## config.mk

```make
export PLATFORM = sky130hd
export DESIGN_NAME = utf8_script_filter
export DESIGN_NICKNAME = d
export VERILOG_FILES = /design/src/rtl/core/usf_pkg.sv /design/src/rtl/core/usf_classify.sv /design/src/rtl/core/usf_decode.sv /design/src/rtl/core/utf8_script_filter.sv
export SDC_FILE = /design/constraint.sdc
export NUM_CORES = 1
export LEC_CHECK = 0
export BUFFER_PORTS_ARGS = -buffer_cell sky130_fd_sc_hd__buf_2
export CORE_MARGIN = 2
export CORE_UTILIZATION = 53
export DETAILED_ROUTE_END_ITERATION = 8
export PLACE_DENSITY = 0.83
export SLEW_MARGIN = 15
export SYNTH_ARGS = -nofsm -noshare
export SYNTH_HDL_FRONTEND = slang
export SYNTH_SLANG_ARGS = --single-unit
```

## constraint.sdc

```tcl
create_clock -name clk -period 2.68 [get_ports clk]
set_input_delay 0 -clock clk [delete_from_list [all_inputs] [get_ports clk]]
set_output_delay 0 -clock clk [all_outputs]
set_load 0.05 [all_outputs]
```

## src/rtl/core/usf_pkg.sv

```systemverilog
// Shared types and constants for the UTF-8 script filter.
`timescale 1ns / 1ps
`default_nettype none

package usf_pkg;

    // Code point ranges that pass the filter
    localparam logic [15:0] HEB_LO       = 16'h0590;
    localparam logic [15:0] HEB_HI       = 16'h05FF;
    localparam logic [15:0] HEB_PRES_LO  = 16'hFB1D;
    localparam logic [15:0] HEB_PRES_HI  = 16'hFB4F;
    localparam logic [15:0] PUNCT_LO     = 16'h2010;
    localparam logic [15:0] PUNCT_HI     = 16'h205F;
    localparam logic [15:0] ASCII_END    = 16'h0080;
    localparam logic [15:0] DIGIT_LO     = 16'h0030;
    localparam logic [15:0] DIGIT_HI     = 16'h0039;
    localparam logic [15:0] UPPER_LO     = 16'h0041;
    localparam logic [15:0] UPPER_HI     = 16'h005A;
    localparam logic [15:0] LOWER_LO     = 16'h0061;
    localparam logic [15:0] LOWER_HI     = 16'h007A;

    // Lead byte classes
    localparam logic [7:0] LEAD2_MASK    = 8'hE0;
    localparam logic [7:0] LEAD2_CODE    = 8'hC0;
    localparam logic [7:0] LEAD3_MASK    = 8'hF0;
    localparam logic [7:0] LEAD3_CODE    = 8'hE0;

    localparam logic [1:0] PEND_NONE     = 2'd0;
    localparam logic [1:0] PEND_ONE      = 2'd1;
    localparam logic [1:0] PEND_TWO      = 2'd2;

    localparam logic [8:0] COUNT_MAX     = 9'h1FF;
    localparam logic [7:0] LIMIT_RESET   = 8'd1;

    typedef struct packed {
        logic [1:0]  pending;
        logic [15:0] partial_cp;
        logic [8:0]  letter_count;
        logic        rejected;
    } text_state_t;

    localparam text_state_t TEXT_CLEAR = '{
        pending:      PEND_NONE,
        partial_cp:   16'h0000,
        letter_count: 9'h000,
        rejected:     1'b0
    };

endpackage

`default_nettype wire

```

## src/rtl/core/usf_classify.sv

```systemverilog
// Code point classifier: ASCII letter flag and allowed-script flag.
`timescale 1ns / 1ps
`default_nettype none

module usf_classify (
    input  wire logic [15:0] code_point,
    output logic             is_letter,
    output logic             is_allowed
);

    logic is_digit;
    logic is_hebrew;
    logic is_punct;

    always_comb
    begin
        is_letter = ((code_point >= usf_pkg::UPPER_LO) && (code_point <= usf_pkg::UPPER_HI)) ||
                    ((code_point >= usf_pkg::LOWER_LO) && (code_point <= usf_pkg::LOWER_HI));
        is_digit  = (code_point >= usf_pkg::DIGIT_LO) && (code_point <= usf_pkg::DIGIT_HI);
        is_hebrew = ((code_point >= usf_pkg::HEB_LO) && (code_point <= usf_pkg::HEB_HI)) ||
                    ((code_point >= usf_pkg::HEB_PRES_LO) &&
                     (code_point <= usf_pkg::HEB_PRES_HI));
        is_punct  = ((code_point < usf_pkg::ASCII_END) && !is_letter && !is_digit) ||
                    ((code_point >= usf_pkg::PUNCT_LO) && (code_point <= usf_pkg::PUNCT_HI));
        is_allowed = is_hebrew || is_digit || is_punct;
    end

endmodule

`default_nettype wire

```

## src/rtl/core/usf_decode.sv

```systemverilog
// Per-word next-state logic: UTF-8 assembly, letter count and verdict.
`timescale 1ns / 1ps
`default_nettype none

module usf_decode (
    input  wire usf_pkg::text_state_t state,
    input  wire logic [7:0]           data_byte,
    input  wire logic                 has_byte,
    input  wire logic                 last_item,
    input  wire logic [7:0]           max_latin_letters,
    output usf_pkg::text_state_t      state_next,
    output logic                      text_safe
);

    usf_pkg::text_state_t after_byte;
    logic        take;
    logic [15:0] cp_cont;
    logic [15:0] cp_sel;
    logic        classify_en;
    logic        is_letter;
    logic        is_allowed;
    logic [8:0]  count_inc;

    usf_classify u_classify (
        .code_point (cp_sel),
        .is_letter  (is_letter),
        .is_allowed (is_allowed)
    );

    always_comb
    begin
        take = has_byte && !state.rejected;

        // Merge the six payload bits of a continuation byte
        if (state.pending == usf_pkg::PEND_TWO)
        begin
            cp_cont = state.partial_cp | {4'h0, data_byte[5:0], 6'h00};
        end
        else
        begin
            cp_cont = state.partial_cp | {10'h000, data_byte[5:0]};
        end

        if (state.pending != usf_pkg::PEND_NONE)
        begin
            cp_sel = cp_cont;
        end
        else
        begin
            cp_sel = {8'h00, data_byte};
        end

        classify_en = take && ((state.pending == usf_pkg::PEND_ONE) ||
                               ((state.pending == usf_pkg::PEND_NONE) && !data_byte[7]));

        if (state.letter_count != usf_pkg::COUNT_MAX)
        begin
            count_inc = state.letter_count + 9'd1;
        end
        else
        begin
            count_inc = state.letter_count;
        end

        after_byte = state;
        if (take)
        begin
            if (state.pending != usf_pkg::PEND_NONE)
            begin
                after_byte.pending = state.pending - 2'd1;
                if (state.pending == usf_pkg::PEND_ONE)
                begin
                    after_byte.partial_cp = 16'h0000;
                end
                else
                begin
                    after_byte.partial_cp = cp_cont;
                end
            end
            else if (!data_byte[7])
            begin
                after_byte.partial_cp = state.partial_cp;
            end
            else if ((data_byte & usf_pkg::LEAD2_MASK) == usf_pkg::LEAD2_CODE)
            begin
                after_byte.partial_cp = {5'h00, data_byte[4:0], 6'h00};
                after_byte.pending    = usf_pkg::PEND_ONE;
            end
            else if ((data_byte & usf_pkg::LEAD3_MASK) == usf_pkg::LEAD3_CODE)
            begin
                after_byte.partial_cp = {data_byte[3:0], 12'h000};
                after_byte.pending    = usf_pkg::PEND_TWO;
            end
            else
            begin
                // four-byte lead, invalid lead or stray continuation
                after_byte.rejected = 1'b1;
            end

            if (classify_en)
            begin
                if (is_letter)
                begin
                    after_byte.letter_count = count_inc;
                    if (count_inc > {1'b0, max_latin_letters})
                    begin
                        after_byte.rejected = 1'b1;
                    end
                end
                else if (!is_allowed)
                begin
                    after_byte.rejected = 1'b1;
                end
            end
        end

        // A sequence left open at the end rejects the text
        text_safe = !(after_byte.rejected || (after_byte.pending != usf_pkg::PEND_NONE));

        if (last_item)
        begin
            state_next = usf_pkg::TEXT_CLEAR;
        end
        else
        begin
            state_next = after_byte;
        end
    end

endmodule

`default_nettype wire

```

## src/rtl/core/utf8_script_filter.sv

```systemverilog
// Top level of the UTF-8 script filter: input register, text state, verdict register.
// A last word is held in the input register; its verdict then loads the verdict register.
// Throughput: one word per cycle; the input stalls only while a verdict waits on out_ready.
// The text state update (decode plus one classification) is the single per-word stage.
// Reset: rst_n low clears the word and verdict valids and the text state asynchronously.
// Reset also sets max_latin_letters to 1; the limit is kept across texts.
`timescale 1ns / 1ps
`default_nettype none

module utf8_script_filter (
    input  wire logic       clk,
    input  wire logic       rst_n,

    input  wire logic       cfg_valid,
    output logic            cfg_ready,
    input  wire logic [7:0] max_latin_letters,

    input  wire logic       in_valid,
    output logic            in_ready,
    input  wire logic [7:0] data_byte,
    input  wire logic       has_byte,
    input  wire logic       last_item,

    output logic            out_valid,
    input  wire logic       out_ready,
    output logic            text_safe
);

    // Input register: one word held for the decode stage
    logic       in_valid_reg;
    logic [7:0] data_byte_reg;
    logic       has_byte_reg;
    logic       last_item_reg;

    // Limit register and per-text state
    logic [7:0]           limit_reg;
    usf_pkg::text_state_t state_reg;
    usf_pkg::text_state_t state_next;
    logic                 verdict_next;

    // Verdict register
    logic out_valid_reg;
    logic text_safe_reg;

    logic out_free;
    logic fire;

    // User writes the limit only while the block is idle; no check here, so always take it
    assign cfg_ready = 1'b1;

    // Advance the held word when it makes no verdict or the verdict slot frees up
    assign out_free = !out_valid_reg || out_ready;
    assign fire     = in_valid_reg && (!last_item_reg || out_free);
    assign in_ready = !in_valid_reg || fire;

    usf_decode u_decode (
        .state             (state_reg),
        .data_byte         (data_byte_reg),
        .has_byte          (has_byte_reg),
        .last_item         (last_item_reg),
        .max_latin_letters (limit_reg),
        .state_next        (state_next),
        .text_safe         (verdict_next)
    );

    // Limit register
    always_ff @(posedge clk or negedge rst_n)
    begin
        if (!rst_n)
        begin
            limit_reg <= usf_pkg::LIMIT_RESET;
        end
        else if (cfg_valid && cfg_ready)
        begin
            limit_reg <= max_latin_letters;
        end
    end

    // Input register valid
    always_ff @(posedge clk or negedge rst_n)
    begin
        if (!rst_n)
        begin
            in_valid_reg <= 1'b0;
        end
        else if (in_ready)
        begin
            in_valid_reg <= in_valid;
        end
    end

    // Input payload: no reset needed
    always_ff @(posedge clk)
    begin
        if (in_valid && in_ready)
        begin
            data_byte_reg <= data_byte;
            has_byte_reg  <= has_byte;
            last_item_reg <= last_item;
        end
    end

    // Text state: advance once per consumed word, clear after a verdict
    always_ff @(posedge clk or negedge rst_n)
    begin
        if (!rst_n)
        begin
            state_reg <= usf_pkg::TEXT_CLEAR;
        end
        else if (fire)
        begin
            state_reg <= state_next;
        end
    end

    // Verdict valid: load on a last word, drop when taken
    always_ff @(posedge clk or negedge rst_n)
    begin
        if (!rst_n)
        begin
            out_valid_reg <= 1'b0;
        end
        else if (fire && last_item_reg)
        begin
            out_valid_reg <= 1'b1;
        end
        else if (out_ready)
        begin
            out_valid_reg <= 1'b0;
        end
    end

    // Verdict payload: hold while stalled
    always_ff @(posedge clk)
    begin
        if (fire && last_item_reg)
        begin
            text_safe_reg <= verdict_next;
        end
    end

    assign out_valid = out_valid_reg;
    assign text_safe = text_safe_reg;

endmodule

`default_nettype wire

```

==> run_results.csv <==
group,metric,value,unit
drt,drt_initial_violations,256,
sta,layout_worst_path_cycle_share,101,%
sta,grt_setup_unrepaired,"true",
setup_path,critPathRequiredTime,2860,ps
cells_and_area,fin_nets,389,
cells_and_area,fin_util,68.5,%
yosys,postSynthRegisterBits,49,
drt,vias_per_cell,6.03,
setup_path,crit_path_end_kind,"flop",
grt,grt_pass1_wl,11.8,mm
grt,maximum_number_of_pins_on_one_net_before_global_route_repair,39,
drt,num_vias,2582,
drt,wire_per_inst,16.8,um
floorplanning,fp.dieH,76.9,um
grt,busiest_layer_in_global_routing,"met2",
yosys,postSynth.topFlopCell,"sky130_fd_sc_hd__dfrtp_1",
floorplanning,fp.dieArea,0.00591,mm2
grt,number_of_global_route_vias_before_repair,2486,
clock_network,tritoncts,"done",
power,power.combinational.fraction,17.9,%
power,p_seq_share,51.6,%
flow_run,max_cap_viol_count,0,
setup_path,largest_fanout_on_the_critical_path,4,
cells_and_area,final_area,0.00350,mm2
power,p_per_area,488,mW/mm2
drt,drt-total-wl,7.19,mm
sta,hold_viol_final,0,
outcome,outcome,"complete, but fails checks",
floorplanning,area_of_the_core,0.00511,mm2
clock_network,clock_buffers_created_by_tritoncts,5,
power,ir_drop,467,uV
drt,dr.pass1.iters,5,
power,switching_share,28.2,%
placement,post-place-cells,397,
cells_and_area,register_area,0.00128,mm2
setup_path,reg2reg_slack,-40,ps
floorplanning,die_width,76.9,um
cells_and_area,area_of_the_multi_input_gates,0.00149,mm2
setup_path,crit_path_dat,2900,ps
sta,max_slew_margin,42.3,%
yosys,synth_top_family_by_area,"compound AO/OA/AOI/OAI gates",
placement,numPortBuffers,25,
yosys,ys_warn_count,0,
setup_path,cp-start-kind,"flop",
cells_and_area,largest_register_ff_count,28,
power,clockPowerShare,30.4,%
cells_and_area,antennaDiodeCount,0,
yosys,fraction_of_synthesized_area_in_multiplexers,1.56,%
grt,grt.met3_usage,4.00,%
yosys,seq_area_frac_synth,45.6,%
floorplanning,boundary_pins,27,
clock_network,cts.sinks,49,
floorplanning,initial_utilization,55.1,%
sta,setup_viol,1,
clock_network,htree_depth,2,
clock_network,clkSlewWorstSetupHoldPaths,90,ps
power,power,1710,uW
power,static-leakage-power,0.00161,uW
yosys,synth_top_cells_by_area,"sky130_fd_sc_hd__dfrtp_1 (33%), sky130_fd_sc_hd__edfxtp_1 (12%), sky130_fd_sc_hd__nand2_1 (4.4%), sky130_fd_sc_hd__nor2_1 (4.3%), sky130_fd_sc_hd__ha_1 (4.0%)",
sta,achievable_clock_frequency,368,MHz
worst_hold_path,worst_hold_path_type,"input port to flop",
grt,grt_util_met2,40.7,%
yosys,syn_avg_cell_area,9.32,um2
cells_and_area,final_cells,428,
power,cell_internal_pwr,1230,uW
drt,route.detailed.drc,0,
clock_network,clockBufferDepth,2,
yosys,synth_simple_gate_area_share,19.5,%
yosys,synth_nets,334,
grt,met1_track_demand_over_resource,33.7,%
yosys,yosysTopAreaCellShare,32.9,%
yosys,synth_enable_flop_cells,11,
setup_path,worstSetupPathType,"flop to flop",
yosys,postSynth.asyncResetShare,77.6,%
power,netSwitchingPower,481,uW
sta,timing.final.ws_setup,-36.2,ps
cells_and_area,drive_above_1_share,21.8,%
clock_network,clkLatencyLatePin,300,ps
sta,layout_min_cycle_time,2720,ps
cells_and_area,layout-area-overhead-vs-synth,24.3,%
clock_network,cts_root_buf,"sky130_fd_sc_hd__clkbuf_8",
sta,slew_of_the_pin_with_the_lowest_slew_margin,866,ps
placement,placed_area,0.00306,mm2
grt,track_usage,24.9,%
placement,dp_hpwl,4.54,mm
yosys,yosys.cell_types.count,59,
yosys,synth-compound-area-share,22.8,%
floorplanning,floorplan.rows,26,
yosys,dominant_cell_type_by_area_after_synthesis,"sky130_fd_sc_hd__dfrtp_1",
outcome,failed_checks,"negative setup slack",
yosys,post_synth_instance_area,0.00281,mm2
yosys,post_synth_inst_count,302,
drt,postRouteAntennaNets,0,
sta,fin_worst_skew,3.39,ps
yosys,adder_cell_area_share_of_the_yosys_netlist,4.00,%
cells_and_area,nFillCells,383,
grt,antenna_found_initial,0,
yosys,synth_xor_area_share,1.24,%
sta,timing_max_transition_violations_final,0,
placement,weighted_congestion_at_the_end_of_routability_driven_global_placement,0.919,
grt,globalRoute.totalOverflow,0,
-- power groups by stage --
stage          logic, uW  registers (uW)  clock network, uW
3_3_place_gp         256             890                  0
2_1_floorplan        191             876                  0
6_report             306             881                520
3_5_place_dp         262             892                  0
5_1_grt              339             889                555
4_1_cts              290             877                520
-- per-layer routing --
metal	vias to the layer above	part of all wire (%)
met4	0	1.5
li1	1201	-
met2	119	48
met3	13	7.2
met5	-	0
met1	1249	43
-- cells in the final DEF, fill, tap and decap left out, types with 11 or more instances in the layout --
cell / n
sky130_fd_sc_hd__dfrtp_1: 37
sky130_fd_sc_hd__nor2_1: 31
sky130_fd_sc_hd__nand2_1: 29
sky130_fd_sc_hd__buf_2: 25
sky130_fd_sc_hd__dlygate4sd3_1: 21
sky130_fd_sc_hd__a21oi_1: 18
sky130_fd_sc_hd__o21ai_0: 18
sky130_fd_sc_hd__buf_4: 18
sky130_fd_sc_hd__inv_1: 15
sky130_fd_sc_hd__a22o_1: 12
sky130_fd_sc_hd__edfxtp_1: 11
-- Yosys cell counts (2+ instances only) --
| library cell | number |
|---|---|
| sky130_fd_sc_hd__a311oi_1 | 2 |
| sky130_fd_sc_hd__o41ai_1 | 4 |
| sky130_fd_sc_hd__and4_1 | 2 |
| sky130_fd_sc_hd__nand4_1 | 3 |
| sky130_fd_sc_hd__ha_1 | 9 |
| sky130_fd_sc_hd__edfxtp_1 | 11 |
| sky130_fd_sc_hd__inv_1 | 15 |
| sky130_fd_sc_hd__nor2b_1 | 3 |
| sky130_fd_sc_hd__xnor2_1 | 3 |
| sky130_fd_sc_hd__nor2_1 | 32 |
| sky130_fd_sc_hd__buf_2 | 3 |
| sky130_fd_sc_hd__mux2_2 | 3 |
| sky130_fd_sc_hd__nand2b_1 | 5 |
| sky130_fd_sc_hd__nor4_1 | 3 |
| sky130_fd_sc_hd__or2_2 | 2 |
| sky130_fd_sc_hd__o21ai_0 | 19 |
| sky130_fd_sc_hd__nor3b_1 | 2 |
| sky130_fd_sc_hd__a22o_1 | 12 |
| sky130_fd_sc_hd__o22ai_1 | 4 |
| sky130_fd_sc_hd__nand4b_1 | 2 |
| sky130_fd_sc_hd__or3_1 | 2 |
| sky130_fd_sc_hd__o21a_1 | 3 |
| sky130_fd_sc_hd__clkbuf_1 | 9 |
| sky130_fd_sc_hd__dfrtp_1 | 37 |
| sky130_fd_sc_hd__and2_1 | 3 |
| sky130_fd_sc_hd__buf_6 | 3 |
| sky130_fd_sc_hd__nand3_1 | 10 |
| sky130_fd_sc_hd__nand2_1 | 33 |
| sky130_fd_sc_hd__a21o_1 | 7 |
| sky130_fd_sc_hd__a21oi_1 | 20 |
| sky130_fd_sc_hd__and3_1 | 3 |
| sky130_fd_sc_hd__a211oi_1 | 3 |
| sky130_fd_sc_hd__nor3_1 | 4 |
-- cell families after synthesis --
group | Yosys count
and+or+nand+nor | 112
AOI/OAI and AO/OA | 92
DFF | 49
buffers and inverters | 31
adders and majority gates | 9
xor gates and xnor gates | 4
muxes | 4
other | 1
-- final timing paths --
check                               from             to  cells after the start
max                         state_reg[1]   state_reg[0]                     13
min                            cfg_valid   limit_reg[5]                      3
max reg2reg                 state_reg[1]   state_reg[0]                     13
min reg2reg                state_reg[16]  state_reg[16]                      1
max in group asynchronous          rst_n  state_reg[17]                      2
min in group asynchronous          rst_n   limit_reg[4]                      2
-- cell type report --
cell class                 instances  area share, %
clock buffer                       6           2.07
sequential                        49           36.7
clock inverter                     2           1.00
timing repair buffer              64           13.4
inverter                          15           1.61
tap                               70           2.50
multi-input combinational        222           42.7
-- metrics by stage --
| stage | hold WS [ps] | TNS [ps] | worst slack (ps) |
|---|---|---|---|
| 2_1_floorplan | -296 | 0 | 3.87 |
| 3_3_place_gp | 152 | 0 | 17.3 |
| 3_5_place_dp | 158 | -136 | -93.1 |
| 4_1_cts | 54.6 | -2.78 | -2.78 |
| 5_1_grt | 77.9 | -378 | -203 |
| 6_report | 65.7 | -36.2 | -36.2 |
-- timing repair --
item,4_1_cts,5_1_grt
hold buffers,21,0
resized for setup,12,7
pin swaps,7,6
hold endpoints to repair,57,0
buffers inserted,2,0
setup endpoints to repair,2,2
-- critical path: stages (launching register included) --
cell	delay (ps)
sky130_fd_sc_hd__dfrtp_1	420
sky130_fd_sc_hd__ha_4	180
sky130_fd_sc_hd__buf_4	140
sky130_fd_sc_hd__nand3_1	70
sky130_fd_sc_hd__xor2_1	180
sky130_fd_sc_hd__nand2_2	100
sky130_fd_sc_hd__ha_1	300
sky130_fd_sc_hd__a21o_1	190
sky130_fd_sc_hd__a21oi_2	150
sky130_fd_sc_hd__nand2b_1	70
sky130_fd_sc_hd__a311o_1	340
sky130_fd_sc_hd__a21boi_1	130
sky130_fd_sc_hd__o21ai_1	110
sky130_fd_sc_hd__and3_1	200
Power figures use the tool's default switching activity.
